File: src/hw/rtl/msp_pkg.sv
// shared types, widths and constants of the motor speed pid block
package msp_pkg;

  localparam int STAMP_W    = 16;
  localparam int GAIN_W     = 16;
  localparam int TARGET_W   = 16;
  localparam int DUTY_W     = 10;
  localparam int NUMER_W    = 24;
  localparam int SPEED_W    = 16;
  localparam int ANGLE_W    = 9;
  localparam int ERR_W      = 8;
  localparam int DERIV_W    = ERR_W + 1;
  localparam int INTEG_W    = 32;
  localparam int MUL_A_W    = GAIN_W + 1;
  localparam int MUL_B_W    = INTEG_W + 1;
  localparam int ACC_W      = MUL_A_W + MUL_B_W;
  localparam int DIVIDEND_W = NUMER_W;
  localparam int DIVISOR_W  = STAMP_W;
  localparam int CFG_IDX_W  = 3;
  localparam int CFG_DATA_W = 24;

  localparam int SHIFT_BITS_DEF     = 22;
  localparam int EDGES_PER_TURN_DEF = 16;
  localparam int DEG_PER_TURN       = 360;

  localparam logic [GAIN_W-1:0]   GAIN_PROP_RST  = GAIN_W'(10000);
  localparam logic [GAIN_W-1:0]   GAIN_INTEG_RST = GAIN_W'(41000);
  localparam logic [GAIN_W-1:0]   GAIN_DERIV_RST = GAIN_W'(1);
  localparam logic [TARGET_W-1:0] TARGET_RST     = TARGET_W'(100);
  localparam logic [DUTY_W-1:0]   FLOOR_RST      = DUTY_W'(100);
  localparam logic [DUTY_W-1:0]   CEIL_RST       = DUTY_W'(900);
  localparam logic [NUMER_W-1:0]  NUMER_RST      = NUMER_W'(75000);

  localparam logic [SPEED_W-1:0] SPEED_MAX = '1;
  localparam logic signed [INTEG_W-1:0] INTEG_MAX = {1'b0, {(INTEG_W-1){1'b1}}};
  localparam logic signed [INTEG_W-1:0] INTEG_MIN = {1'b1, {(INTEG_W-1){1'b0}}};

  localparam logic CMD_CAPTURE = 1'b0;
  localparam logic CMD_TICK    = 1'b1;

  localparam logic [CFG_IDX_W-1:0] REG_GAIN_PROP  = 3'd0;
  localparam logic [CFG_IDX_W-1:0] REG_GAIN_INTEG = 3'd1;
  localparam logic [CFG_IDX_W-1:0] REG_GAIN_DERIV = 3'd2;
  localparam logic [CFG_IDX_W-1:0] REG_TARGET     = 3'd3;
  localparam logic [CFG_IDX_W-1:0] REG_DUTY_FLOOR = 3'd4;
  localparam logic [CFG_IDX_W-1:0] REG_DUTY_CEIL  = 3'd5;
  localparam logic [CFG_IDX_W-1:0] REG_NUMERATOR  = 3'd6;

  typedef enum logic [1:0] {
    MUL_P,
    MUL_I,
    MUL_D
  } mul_sel_t;

  typedef enum logic [1:0] {
    ACC_HOLD,
    ACC_LOAD,
    ACC_ADD
  } acc_op_t;

  typedef struct packed {
    logic     cap_upd;
    logic     div_start;
    logic     spd_load;
    logic     err_load;
    logic     mul_en;
    mul_sel_t mul_sel;
    acc_op_t  acc_op;
    logic     out_load;
  } cmd_t;

  typedef struct packed {
    logic div_busy;
    logic div_done;
  } status_t;

endpackage

File: src/hw/rtl/msp_div.sv
// restoring divider, one quotient bit per cycle
module msp_div (
  input  logic                             clk,
  input  logic                             rst_n,
  input  logic                             start,
  input  logic [msp_pkg::DIVIDEND_W-1:0]   dividend,
  input  logic [msp_pkg::DIVISOR_W-1:0]    divisor,
  output logic                             busy,
  output logic                             done,
  output logic [msp_pkg::DIVIDEND_W-1:0]   quotient
);

  localparam int W     = msp_pkg::DIVIDEND_W;
  localparam int DW    = msp_pkg::DIVISOR_W;
  localparam int CNT_W = $clog2(W);

  logic [CNT_W-1:0] cnt_r;
  logic             busy_r;
  logic             done_r;
  logic [W-1:0]     quo_r;
  logic [DW-1:0]    rem_r;
  logic [DW-1:0]    dvs_r;
  logic [DW:0]      shifted;
  logic [DW+1:0]    trial;
  logic             fits;
  logic             last;

  assign shifted = {rem_r, quo_r[W-1]};
  assign trial   = {1'b0, shifted} - {2'b00, dvs_r};
  assign fits    = !trial[DW+1];
  assign last    = (cnt_r == CNT_W'(W - 1));

  always_ff @(posedge clk) begin
    if (!rst_n) begin
      busy_r <= 1'b0;
      done_r <= 1'b0;
      cnt_r  <= '0;
    end else begin
      done_r <= 1'b0;
      if (start) begin
        busy_r <= 1'b1;
        cnt_r  <= '0;
      end else if (busy_r) begin
        cnt_r <= cnt_r + CNT_W'(1);
        if (last) begin
          busy_r <= 1'b0;
          done_r <= 1'b1;
        end
      end
    end
  end

  always_ff @(posedge clk) begin
    if (start) begin
      quo_r <= dividend;
      rem_r <= '0;
      dvs_r <= divisor;
    end else if (busy_r) begin
      quo_r <= {quo_r[W-2:0], fits};
      rem_r <= fits ? trial[DW-1:0] : shifted[DW-1:0];
    end
  end

  assign busy     = busy_r;
  assign done     = done_r;
  assign quotient = quo_r;

endmodule

File: src/hw/rtl/msp_ctrl.sv
// sequencer for capture and control tick words, owns both handshakes
module msp_ctrl (
  input  logic             clk,
  input  logic             rst_n,
  input  logic             in_valid,
  input  logic             in_cmd,
  output logic             in_ready,
  output logic             out_valid,
  input  logic             out_ready,
  output msp_pkg::cmd_t    cmd,
  input  msp_pkg::status_t st
);

  typedef enum logic [3:0] {
    S_IDLE,
    S_SPD_START,
    S_SPD_WAIT,
    S_ERR,
    S_MUL_P,
    S_MUL_I,
    S_MUL_D,
    S_ACC_D,
    S_OUT
  } state_t;

  state_t state_r;
  state_t state_nxt;
  logic   out_valid_r;
  logic   out_valid_nxt;
  logic   take;

  assign in_ready  = (state_r == S_IDLE);
  assign take      = in_valid && in_ready;
  assign out_valid = out_valid_r;

  always_comb begin
    state_nxt         = state_r;
    out_valid_nxt     = out_valid_r && !out_ready;
    cmd.cap_upd       = take && (in_cmd == msp_pkg::CMD_CAPTURE);
    cmd.div_start     = 1'b0;
    cmd.spd_load      = 1'b0;
    cmd.err_load      = 1'b0;
    cmd.mul_en        = 1'b0;
    cmd.mul_sel       = msp_pkg::MUL_P;
    cmd.acc_op        = msp_pkg::ACC_HOLD;
    cmd.out_load      = 1'b0;
    unique case (state_r)
      S_IDLE: begin
        if (take && (in_cmd == msp_pkg::CMD_TICK)) begin
          state_nxt = S_SPD_START;
        end
      end
      S_SPD_START: begin
        cmd.div_start = 1'b1;
        state_nxt     = S_SPD_WAIT;
      end
      S_SPD_WAIT: begin
        if (st.div_done) begin
          cmd.spd_load = 1'b1;
          state_nxt    = S_ERR;
        end
      end
      S_ERR: begin
        cmd.err_load = 1'b1;
        state_nxt    = S_MUL_P;
      end
      S_MUL_P: begin
        cmd.mul_en  = 1'b1;
        cmd.mul_sel = msp_pkg::MUL_P;
        state_nxt   = S_MUL_I;
      end
      S_MUL_I: begin
        cmd.mul_en  = 1'b1;
        cmd.mul_sel = msp_pkg::MUL_I;
        cmd.acc_op  = msp_pkg::ACC_LOAD;
        state_nxt   = S_MUL_D;
      end
      S_MUL_D: begin
        cmd.mul_en  = 1'b1;
        cmd.mul_sel = msp_pkg::MUL_D;
        cmd.acc_op  = msp_pkg::ACC_ADD;
        state_nxt   = S_ACC_D;
      end
      S_ACC_D: begin
        cmd.acc_op = msp_pkg::ACC_ADD;
        state_nxt  = S_OUT;
      end
      S_OUT: begin
        if (!out_valid_r || out_ready) begin
          cmd.out_load  = 1'b1;
          out_valid_nxt = 1'b1;
          state_nxt     = S_IDLE;
        end
      end
      default: begin
        state_nxt = S_IDLE;
      end
    endcase
  end

  always_ff @(posedge clk) begin
    if (!rst_n) begin
      state_r     <= S_IDLE;
      out_valid_r <= 1'b0;
    end else begin
      state_r     <= state_nxt;
      out_valid_r <= out_valid_nxt;
    end
  end

  a_done_in_wait: assert property (@(posedge clk) disable iff (!rst_n)
    st.div_done |-> (state_r == S_SPD_WAIT))
    else $error("divider finished outside the wait state");

  a_ready_div_idle: assert property (@(posedge clk) disable iff (!rst_n)
    in_ready |-> !st.div_busy)
    else $error("input ready while divider busy");

  a_out_from_tick: assert property (@(posedge clk) disable iff (!rst_n)
    $rose(out_valid_r) |-> $past(state_r == S_OUT))
    else $error("result word raised outside the output step");

endmodule

File: src/hw/rtl/msp_dp.sv
// datapath: config registers, period capture, divider, pid arithmetic, output registers
module msp_dp #(
  parameter int SHIFT_BITS     = msp_pkg::SHIFT_BITS_DEF,
  parameter int EDGES_PER_TURN = msp_pkg::EDGES_PER_TURN_DEF
) (
  input  logic                            clk,
  input  logic                            rst_n,
  input  logic                            cfg_wr_en,
  input  logic [msp_pkg::CFG_IDX_W-1:0]   cfg_index,
  input  logic [msp_pkg::CFG_DATA_W-1:0]  cfg_data,
  input  logic [msp_pkg::STAMP_W-1:0]     in_capture_time,
  input  msp_pkg::cmd_t                   cmd,
  output msp_pkg::status_t                st,
  output logic [msp_pkg::DUTY_W-1:0]      out_duty,
  output logic [msp_pkg::SPEED_W-1:0]     out_speed,
  output logic [msp_pkg::ANGLE_W-1:0]     out_angle
);

  localparam int CNT_W   = $clog2(EDGES_PER_TURN + 1);
  localparam int GAIN_W  = msp_pkg::GAIN_W;
  localparam int DUTY_W  = msp_pkg::DUTY_W;
  localparam int ERR_W   = msp_pkg::ERR_W;
  localparam int DERIV_W = msp_pkg::DERIV_W;
  localparam int INTEG_W = msp_pkg::INTEG_W;
  localparam int ACC_W   = msp_pkg::ACC_W;
  localparam int MUL_A_W = msp_pkg::MUL_A_W;
  localparam int MUL_B_W = msp_pkg::MUL_B_W;
  localparam int DVD_W   = msp_pkg::DIVIDEND_W;
  localparam int SPEED_W = msp_pkg::SPEED_W;
  localparam int ANGLE_W = msp_pkg::ANGLE_W;

  logic [GAIN_W-1:0]              gain_p_r;
  logic [GAIN_W-1:0]              gain_i_r;
  logic [GAIN_W-1:0]              gain_d_r;
  logic [msp_pkg::TARGET_W-1:0]   target_r;
  logic [DUTY_W-1:0]              floor_r;
  logic [DUTY_W-1:0]              ceil_r;
  logic [msp_pkg::NUMER_W-1:0]    numer_r;

  logic [msp_pkg::STAMP_W-1:0]    last_stamp_r;
  logic [msp_pkg::STAMP_W-1:0]    period_r;
  logic [CNT_W-1:0]               edge_cnt_r;
  logic [CNT_W-1:0]               edge_cnt_nxt;
  logic [ANGLE_W-1:0]             angle_r;
  logic signed [ERR_W-1:0]        prev_err_r;
  logic signed [INTEG_W-1:0]      integ_r;

  logic [SPEED_W-1:0]             speed_r;
  logic signed [ERR_W-1:0]        err_r;
  logic signed [DERIV_W-1:0]      deriv_r;
  logic signed [ACC_W-1:0]        prod_r;
  logic signed [ACC_W-1:0]        acc_r;

  logic [DUTY_W-1:0]              out_duty_r;
  logic [SPEED_W-1:0]             out_speed_r;
  logic [ANGLE_W-1:0]             out_angle_r;

  logic [ANGLE_W-1:0]             angle_tab [EDGES_PER_TURN+1];
  logic [DVD_W-1:0]               div_quo;
  logic [SPEED_W-1:0]             speed_nxt;
  logic [SPEED_W-1:0]             speed_diff;
  logic signed [ERR_W-1:0]        err_nxt;
  logic signed [DERIV_W-1:0]      deriv_nxt;
  logic signed [INTEG_W:0]        integ_sum;
  logic signed [INTEG_W-1:0]      integ_nxt;
  logic signed [MUL_A_W-1:0]      mul_a;
  logic signed [MUL_B_W-1:0]      mul_b;
  logic [ACC_W-1:0]               drive;
  logic [DUTY_W-1:0]              duty_nxt;

  genvar g;

  // config registers
  always_ff @(posedge clk) begin
    if (!rst_n) begin
      gain_p_r <= msp_pkg::GAIN_PROP_RST;
      gain_i_r <= msp_pkg::GAIN_INTEG_RST;
      gain_d_r <= msp_pkg::GAIN_DERIV_RST;
      target_r <= msp_pkg::TARGET_RST;
      floor_r  <= msp_pkg::FLOOR_RST;
      ceil_r   <= msp_pkg::CEIL_RST;
      numer_r  <= msp_pkg::NUMER_RST;
    end else if (cfg_wr_en) begin
      unique case (cfg_index)
        msp_pkg::REG_GAIN_PROP:  gain_p_r <= cfg_data[GAIN_W-1:0];
        msp_pkg::REG_GAIN_INTEG: gain_i_r <= cfg_data[GAIN_W-1:0];
        msp_pkg::REG_GAIN_DERIV: gain_d_r <= cfg_data[GAIN_W-1:0];
        msp_pkg::REG_TARGET:     target_r <= cfg_data[msp_pkg::TARGET_W-1:0];
        msp_pkg::REG_DUTY_FLOOR: floor_r  <= cfg_data[DUTY_W-1:0];
        msp_pkg::REG_DUTY_CEIL:  ceil_r   <= cfg_data[DUTY_W-1:0];
        msp_pkg::REG_NUMERATOR:  numer_r  <= cfg_data[msp_pkg::NUMER_W-1:0];
        default: ;
      endcase
    end
  end

  // angle of each edge count, fixed at elaboration
  for (g = 0; g <= EDGES_PER_TURN; g++) begin : g_angle
    assign angle_tab[g] = ANGLE_W'(g * msp_pkg::DEG_PER_TURN / EDGES_PER_TURN);
  end

  // edge capture and speed divider
  assign edge_cnt_nxt = (edge_cnt_r == CNT_W'(EDGES_PER_TURN)) ? '0 : edge_cnt_r + CNT_W'(1);

  msp_div u_div (
    .clk      (clk),
    .rst_n    (rst_n),
    .start    (cmd.div_start),
    .dividend (numer_r),
    .divisor  (period_r),
    .busy     (st.div_busy),
    .done     (st.div_done),
    .quotient (div_quo)
  );

  // zero period divides to all ones and saturates as well
  assign speed_nxt = (|div_quo[DVD_W-1:SPEED_W]) ? msp_pkg::SPEED_MAX : div_quo[SPEED_W-1:0];

  // error, integral, derivative
  assign speed_diff = target_r - speed_r;
  assign err_nxt    = signed'(speed_diff[ERR_W-1:0]);
  assign deriv_nxt  = DERIV_W'(err_nxt) - DERIV_W'(prev_err_r);
  assign integ_sum  = (INTEG_W+1)'(integ_r) + (INTEG_W+1)'(err_nxt);

  always_comb begin
    if (integ_sum[INTEG_W] != integ_sum[INTEG_W-1]) begin
      integ_nxt = integ_sum[INTEG_W] ? msp_pkg::INTEG_MIN : msp_pkg::INTEG_MAX;
    end else begin
      integ_nxt = integ_sum[INTEG_W-1:0];
    end
  end

  always_ff @(posedge clk) begin
    if (!rst_n) begin
      last_stamp_r <= '0;
      period_r     <= '0;
      edge_cnt_r   <= '0;
      angle_r      <= '0;
      prev_err_r   <= '0;
      integ_r      <= '0;
    end else begin
      if (cmd.cap_upd) begin
        period_r     <= in_capture_time - last_stamp_r;
        last_stamp_r <= in_capture_time;
        edge_cnt_r   <= edge_cnt_nxt;
        angle_r      <= angle_tab[edge_cnt_nxt];
      end
      if (cmd.err_load) begin
        prev_err_r <= err_nxt;
        integ_r    <= integ_nxt;
      end
    end
  end

  // shared multiplier
  always_comb begin
    case (cmd.mul_sel)
      msp_pkg::MUL_P: begin
        mul_a = signed'({1'b0, gain_p_r});
        mul_b = MUL_B_W'(err_r);
      end
      msp_pkg::MUL_I: begin
        mul_a = signed'({1'b0, gain_i_r});
        mul_b = MUL_B_W'(integ_r);
      end
      default: begin
        mul_a = signed'({1'b0, gain_d_r});
        mul_b = MUL_B_W'(deriv_r);
      end
    endcase
  end

  // clamp of the scaled drive
  assign drive = $unsigned(acc_r) >> SHIFT_BITS;

  always_comb begin
    if (acc_r[ACC_W-1]) begin
      duty_nxt = floor_r;
    end else if (drive < ACC_W'(floor_r)) begin
      duty_nxt = floor_r;
    end else if (drive > ACC_W'(ceil_r)) begin
      duty_nxt = ceil_r;
    end else begin
      duty_nxt = drive[DUTY_W-1:0];
    end
  end

  always_ff @(posedge clk) begin
    if (cmd.spd_load) begin
      speed_r <= speed_nxt;
    end
    if (cmd.err_load) begin
      err_r   <= err_nxt;
      deriv_r <= deriv_nxt;
    end
    if (cmd.mul_en) begin
      prod_r <= mul_a * mul_b;
    end
    case (cmd.acc_op)
      msp_pkg::ACC_LOAD: acc_r <= prod_r;
      msp_pkg::ACC_ADD:  acc_r <= acc_r + prod_r;
      default: ;
    endcase
    if (cmd.out_load) begin
      out_duty_r  <= duty_nxt;
      out_speed_r <= speed_r;
      out_angle_r <= angle_r;
    end
  end

  assign out_duty  = out_duty_r;
  assign out_speed = out_speed_r;
  assign out_angle = out_angle_r;

  a_duty_in_limits: assert property (@(posedge clk) disable iff (!rst_n)
    (cmd.out_load && (floor_r <= ceil_r)) |=>
      (out_duty_r >= $past(floor_r)) && (out_duty_r <= $past(ceil_r)))
    else $error("duty outside floor and ceiling");

endmodule

File: src/hw/rtl/motor_speed_pid.sv
// top level of the motor speed pid controller
// input channel: in_valid/in_ready move one word; in_cmd selects a capture
//   (in_capture_time is the free-running timer at an encoder edge) or a
//   control tick. a capture updates period and edge count and gives no result.
// result channel: out_valid/out_ready move one word per control tick with
//   out_duty (per mille), out_speed (rpm, saturated) and out_angle (degrees).
// config port: cfg_wr_en writes cfg_data into register cfg_index;
//   write only while no word is in flight or pending.
// timing: one word at a time. a capture leaves in_ready high, so captures
//   can follow back to back. a tick runs a start step, the restoring
//   divider for the speed, a speed step and an error step, then the pid
//   terms through one 17x33 multiplier and accumulator. the next word can
//   be taken in the same cycle as the result appears.
// stall: a finished result waits in the output registers; new words are
//   accepted meanwhile, and a following tick holds at its output step until
//   the pending word is taken.
// reset: synchronous, active low; config registers go back to defaults and
//   period, edge count, error history and integral clear to zero.
module motor_speed_pid #(
  parameter int SHIFT_BITS     = msp_pkg::SHIFT_BITS_DEF,
  parameter int EDGES_PER_TURN = msp_pkg::EDGES_PER_TURN_DEF
) (
  input  logic                            clk,
  input  logic                            rst_n,
  input  logic                            in_valid,
  output logic                            in_ready,
  input  logic                            in_cmd,
  input  logic [msp_pkg::STAMP_W-1:0]     in_capture_time,
  output logic                            out_valid,
  input  logic                            out_ready,
  output logic [msp_pkg::DUTY_W-1:0]      out_duty,
  output logic [msp_pkg::SPEED_W-1:0]     out_speed,
  output logic [msp_pkg::ANGLE_W-1:0]     out_angle,
  input  logic                            cfg_wr_en,
  input  logic [msp_pkg::CFG_IDX_W-1:0]   cfg_index,
  input  logic [msp_pkg::CFG_DATA_W-1:0]  cfg_data
);

  msp_pkg::cmd_t    cmd;
  msp_pkg::status_t st;

  msp_ctrl u_ctrl (
    .clk       (clk),
    .rst_n     (rst_n),
    .in_valid  (in_valid),
    .in_cmd    (in_cmd),
    .in_ready  (in_ready),
    .out_valid (out_valid),
    .out_ready (out_ready),
    .cmd       (cmd),
    .st        (st)
  );

  msp_dp #(
    .SHIFT_BITS     (SHIFT_BITS),
    .EDGES_PER_TURN (EDGES_PER_TURN)
  ) u_dp (
    .clk             (clk),
    .rst_n           (rst_n),
    .cfg_wr_en       (cfg_wr_en),
    .cfg_index       (cfg_index),
    .cfg_data        (cfg_data),
    .in_capture_time (in_capture_time),
    .cmd             (cmd),
    .st              (st),
    .out_duty        (out_duty),
    .out_speed       (out_speed),
    .out_angle       (out_angle)
  );

endmodule
File: config.mk
export PLATFORM = sky130hd
export DESIGN_NAME = motor_speed_pid
export DESIGN_NICKNAME = d
export VERILOG_FILES = /design/src/hw/rtl/msp_pkg.sv /design/src/hw/rtl/msp_div.sv /design/src/hw/rtl/msp_ctrl.sv /design/src/hw/rtl/msp_dp.sv /design/src/hw/rtl/motor_speed_pid.sv
export SDC_FILE = /design/constraint.sdc
export NUM_CORES = 2
export LEC_CHECK = 0
export ABC_AREA = 1
export BUFFER_PORTS_ARGS = -buffer_cell sky130_fd_sc_hd__buf_2
export CAP_MARGIN = 10
export CORE_MARGIN = 2
export CORE_UTILIZATION = 35
export DETAILED_ROUTE_END_ITERATION = 8
export PLACE_DENSITY_LB_ADDON = 0.05
export SYNTH_ARGS = -nofsm -noshare
export SYNTH_HDL_FRONTEND = slang
export SYNTH_SLANG_ARGS = --single-unit
File: constraint.sdc
create_clock -name clk -period 11.95 [get_ports clk]
set_input_delay 2.39 -clock clk [delete_from_list [all_inputs] [get_ports clk]]
set_output_delay 2.39 -clock clk [all_outputs]
set_load 0.05 [all_outputs]
; Yosys cells after proc, flatten, opt, wreduce, memory -nomap -nowiden
; Memories as Yosys holds them, arrays and structs flattened. A register that Yosys moved wholly into a read port is not among the register bits.
; Cells that the tools add are included.
[totals]
n_memories = 1
register_bits = 413
romBits = 288
[memory_table]
columns = name, depth, width, read_ports, rd_ports_with_merged_regs, write_ports, line
row1 = (no name shown), 32, 9, 1, 1, 0, msp_dp.sv:146  ; angle_r <= angle_tab[edge_cnt_nxt];
[classes]
multipliers = 1
magnitude_cmp = 2
bitwise_logic = 4
n_reduce_logical = 26
n_eq_ne = 23
mux = 30
n_addsub = 8
[op_table]
columns = operator, count
row1 = $pmux 50 s2, 1
row2 = $pmux 33 s2, 1
row3 = $mux 32, 2
row4 = $add 50x50->50, 1
row5 = $mul 17x33->50, 1
row6 = $mux 24, 2
row7 = $pmux 4 s9, 1
row8 = $add 32x8->33, 1
row9 = $pmux 16 s2, 1
row10 = $mux 10, 3
row11 = $gt 28x10->1, 1
row12 = $lt 28x10->1, 1
row13 = $sub 17x16->18, 1
row14 = $eq 4x3->1 const B, 4
row15 = $mux 16, 1
row16 = $sub 16x16->16, 1
row17 = $reduce_and 2->1, 7
row18 = $mux 1, 12
row19 = $mux 4, 3
row20 = $add 5x1->5 const B, 2
row21 = $eq 5x5->1 const B, 2
row22 = $eq 3x3->1 const B, 3
row23 = $pmux 3 s3, 1
row24 = $sub 8x8->9, 1
row25 = other kinds (26), 40

; Depth between registers and ports, before layout
[depth]
ltp_word = 5
mapped_depth = 36

; Modules after synthesis
; A second synthesis with hierarchy kept.
[hier_totals]
cells_unflattened = 5609
area_unflattened_um2 = 43202.7
[by_module_without_submodules]
columns = mod, cells_each, seq_area_each_um2, area_each_um2, n_inst
row1 = msp_dp, 5085, 8768.4, 39213.9, 1
row2 = msp_div, 474, 1661.6, 3674.8, 1
row3 = msp_ctrl, 50, 100.1, 314.1, 1

; Least setup slack after synthesis
; No wires, ideal clock.
[synth_timing]
kind = register to register
start = reg u_ctrl.state_r[0]
end = reg u_dp.prod_r[49], data pin
arrival_time_ns = 6.206
path_stages_with_launch = 31
path_slack_ns = 5.491
required_time_ns = 11.697
cell_sequence = dfxtp_1 inv_2 nor2_2 nand2_4 inv_2 buf_6 nand2_1 nand3_1 o21a_1 inv_2 buf_4 nor2_2 inv_1 fa_1 inv_1 fa_1 inv_1 fa_1 fa_1 fa_1 fa_1 inv_1 ha_1 nand2_1 nor2_1 nand2_1 nor2_1 nand2_1 or2_2 nand4_1 nand2_1
[synth_via]
elab_chain_cells = 5
word_cells_on_any_way = 9
cone_classes = 1 x mul / 4 x eq/ne / 3 x mux / 1 x reduce/logical
[synth_lines]
columns = element, line
row1 = from (decl), msp_ctrl.sv:26  ; state_t state_r;
row2 = from (signal assigned), msp_ctrl.sv:106  ; state_r <= state_nxt;
row3 = $eq 4x3->1, msp_ctrl.sv:47  ; unique case (state_r)
row4 = $pmux 3 s3 (*), msp_ctrl.sv:47
row5 = $eq 2x1->1 or $logic_not 2->1 (tied branches), msp_dp.sv:157  ; case (cmd.mul_sel)
row6 = $pmux 16 s2 or $pmux 33 s2 (tied branches), msp_dp.sv:157
row7 = $mul 17x33->50 (*), msp_dp.sv:197  ; prod_r <= mul_a * mul_b;
row8 = to (signal assigned), msp_dp.sv:197
row9 = to (decl), msp_dp.sv:51  ; logic signed [ACC_W-1:0] prod_r;
; Every way passes the cells marked *; elsewhere a longest branch is shown, timed or not.
; A chain may end at the register's enable or synchronous reset.

; Worst setup path in the final report
[layout_timing]
start = reg u_ctrl.state_r[3]
end = reg u_dp.prod_r[49], data pin
; The elaborated chain is that of the path after synthesis.

==> impl_metrics.yaml <==
outcome:
  outcome: "completed"
finish:
  fillerInstances: 13100
  post_route_cells_drive_above_1_share: 0.0558
  finalInstanceArea_mm2: 0.0474
  layout.cells.most_common_list: "nand2_1 (1224), inv_1 (1045), nor2_1 (623), fa_1 (499), a21oi_1 (309)"
  nNetsFinal: 6421
  mostFrequentLayoutCell: "nand2_1"
  area.growth.synth_to_final_pct: 8.14
  antenna-diode-count: 0
die:
  placeable_core_region_mm2: 0.124
  die_h_um: 358
  floorplan.io_pins: 86
  dieArea_mm2: 0.128
  row_count: 129
  fp.dieW_um: 358
  starting_density: 0.353
logic_synthesis:
  synth_area_mm2: 0.0438
  synth-compound-area-share: 0.109
  postSynthNetCount: 6410
  syn_inst: 5590
  combinational_family_with_the_most_area_after_synthesis: "adder cells"
  post_synth.cell_area_avg_um2: 7.83
  synthArstFlopShare: 0
  synth_ff_type: "dfxtp_1"
  simple_gate_portion_of_the_synthesized_area: 0.203
  post_synth_edffs: 208
  yosys-mux-area-fraction: 0
  yosys_warnings: 0
  synth-adder-area-share: 0.306
  yosys_register_bits: 422
  yosys.area_share.xor_xnor: 0.0254
  post_synth_num_cell_types: 52
  synth.yosys.seq_area_share: 0.240
sta:
  finalWorstPathRequiredPeriod_ps: 8340
  max_slew.worst_pin.slew_ps: 1060
  maxSlewViolCount: 0
  final-setup-viol-count: 0
  timing.fmax_mhz: 120
  fin_worst_skew_ps: 27.6
  finalHoldViolations: 0
  rsz_0062_raised_after_global_routing: "false"
  timing.setup.tns_ps: 0
  rel_slew_slack: 0.283
  share_of_the_cycle_needed_by_the_critical_path_after_routing: 0.697
routing:
  drt_pre_antenna_iters: 5
  drt-vias-per-instance: 4.87
  totalWireLength_mm: 140
  detail-route-antenna-nets: 0
  drt_iter0_markers: 2343
  remaining_drc_errors: 0
  avgRoutedWirePerCell_um: 19.3
  vias: 35500
place:
  dpl-instance-area_mm2: 0.0456
  place_hpwl_mm: 112
  finalWeightedCongestion: 0.944
  buffer_ports.inserted: 85
clocking:
  clkSlewWorstSetupHoldPaths_ps: 60
  cts_root_buffer: "clkbuf_16"
  cts_hold_repair.buffers: 0
  clk_sinks: 422
  postCtsResizedCells: 0
  clock_insertion_delay_worst_skew_ps: 630
  cts_htree_levels: 2
  cts_made_buffers: 53
  post_cts_buffers: 0
  tritoncts: "yes"
  cts-root-to-sink-buffers: 3
critical_path:
  worstPathRequired_ps: 12320
  cpPeakStageDelay_ps: 740
  worst_setup_path_start_kind: "flop"
  rrSetupSlack_ps: 3610
  crit_path_top_delay_cell: "buf_4"
  worstPathMaxFanout: 48
  setup.worst_path.end_class: "flop"
  critical_path_arrival_ps: 8710
  crit_type: "flop to flop"
global_routing:
  gr-total-overflow: 0
  global_route.usage.total: 0.222
  grt_antenna_before_repair: 0
  largest_net_degree_at_the_start_of_global_routing: 75
  wire_length_of_the_first_global_routing_pass_mm: 218
  grt_pass1_vias: 36200
power_and_ir_drop:
  vdd.ir_drop.worst_uv: 299
  power.sequential.fraction: 0.164
  combinationalPowerShare: 0.711
  power.density_cell_area_mw_per_mm2: 274
  total_switching_power_uw: 6910
  p_leak_uw: 0.0225
  power.share.switching: 0.533
  internal_power_uw: 6070
  power_frac_clock: 0.125
hold_path:
  min-delay-path-class: "flop to flop"
run:
  drv.max_cap_violation_count: 0
## cell families (layout without fill, tap and decap cells)
family,Yosys count,in the layout
xor+xnor,127,127
flops,422,422
simple gates,2208,2208
compound gates,803,803
fa+ha+maj,771,771
buf+inv,1259,1314
## synthesized netlist by cell type, drive strengths merged (3+ instances only)
master / count / area share
o22ai: 3 / 0.00043
a21boi: 9 / 0.0015
nor4: 10 / 0.0014
nand3: 227 / 0.026
o21ai: 313 / 0.036
nor3: 40 / 0.0047
ha: 272 / 0.078
o21bai: 28 / 0.0048
a21oi: 312 / 0.036
xnor2: 51 / 0.010
dfxtp: 214 / 0.098
nand2: 1242 / 0.11
inv: 1090 / 0.093
nor2: 630 / 0.054
a211oi: 4 / 0.00069
clkbuf: 59 / 0.0051
o21a: 33 / 0.0057
buf: 108 / 0.017
edfxtp: 208 / 0.14
a21o: 16 / 0.0027
o31ai: 3 / 0.00051
fa: 499 / 0.23
nand3b: 12 / 0.0021
nand4: 32 / 0.0046
a31oi: 42 / 0.014
o211ai: 36 / 0.0062
xor2: 76 / 0.015
or2: 12 / 0.0017
## state kept, by name (all words and copies together) (netlist names), 10 cells and up
name,cells
u_dp.acc_r,50
u_dp.ceil_r,10
u_dp.floor_r,10
u_dp.gain_d_r,16
u_dp.gain_i_r,16
u_dp.gain_p_r,16
u_dp.integ_r,32
u_dp.last_stamp_r,16
u_dp.numer_r,24
u_dp.out_duty,10
u_dp.out_speed,16
u_dp.period_r,16
u_dp.prod_r,50
u_dp.speed_r,16
u_dp.u_div.dvs_r,16
u_dp.u_div.quotient,24
u_dp.u_div.rem_r,16
## worst max-delay path: cells and delay by family (launching register included)
| family | cells | cell delay, ps |
|---|---|---|
| simple gates | 12 | 1760 |
| flops | 1 | 440 |
| buf+inv | 9 | 1920 |
| fa+ha+maj | 7 | 3410 |
| compound gates | 1 | 440 |
## power by group through the flow
stage / combinational, uW / clock [uW] / sequential [uW]
final: 9240 / 1620 / 2120
after global placement: 9240 / 0 / 2160
after CTS: 9240 / 1680 / 2130
after detailed placement: 9200 / 0 / 2150
after floorplan: 6180 / 0 / 2100
after global routing: 10400 / 1730 / 2140
## per-layer routing
metal,global-route usage,part of all wire,up-vias,routed length (um)
met5,0,0,-,0
met4,0.0429,0.018,0,2530
met3,0.0191,0.036,118,5000
met2,0.354,0.44,647,62100
met1,0.328,0.50,17200,70900
li1,-,-,17400,-
## final timing paths
check,cells after the start,from,endpoint
hold reg to reg,0,u_dp.speed_r[13],u_dp.out_speed[13]
setup / recovery,29,u_ctrl.state_r[3],u_dp.prod_r[49]
setup reg to reg,29,u_ctrl.state_r[3],u_dp.prod_r[49]
hold / removal,0,u_dp.speed_r[13],u_dp.out_speed[13]
## metrics by stage
step	total power, uW	hold slack [ps]	worst slack (ps)	util	cells
2_1_floorplan	8280	400	5490	-	5590
3_3_place_gp	11400	402	3680	0.368	7183
3_5_place_dp	11400	406	3620	0.368	7183
4_1_cts	13000	420	3570	0.382	7282
5_1_grt	14300	422	3090	0.382	7282
6_report	13000	419	3610	0.382	7282
## layout make-up
class                   instances  area [um2]  area share
multi-input cells            3909       28200       0.596
well taps                    1637        2050      0.0433
flip-flops and latches        422       10500       0.222
clock inverters                24         277     0.00584
clock buffers                  75        1460      0.0308
inverters                    1092        4100      0.0866
repair buffers                123         713      0.0151
Power figures use the tool's default switching activity.
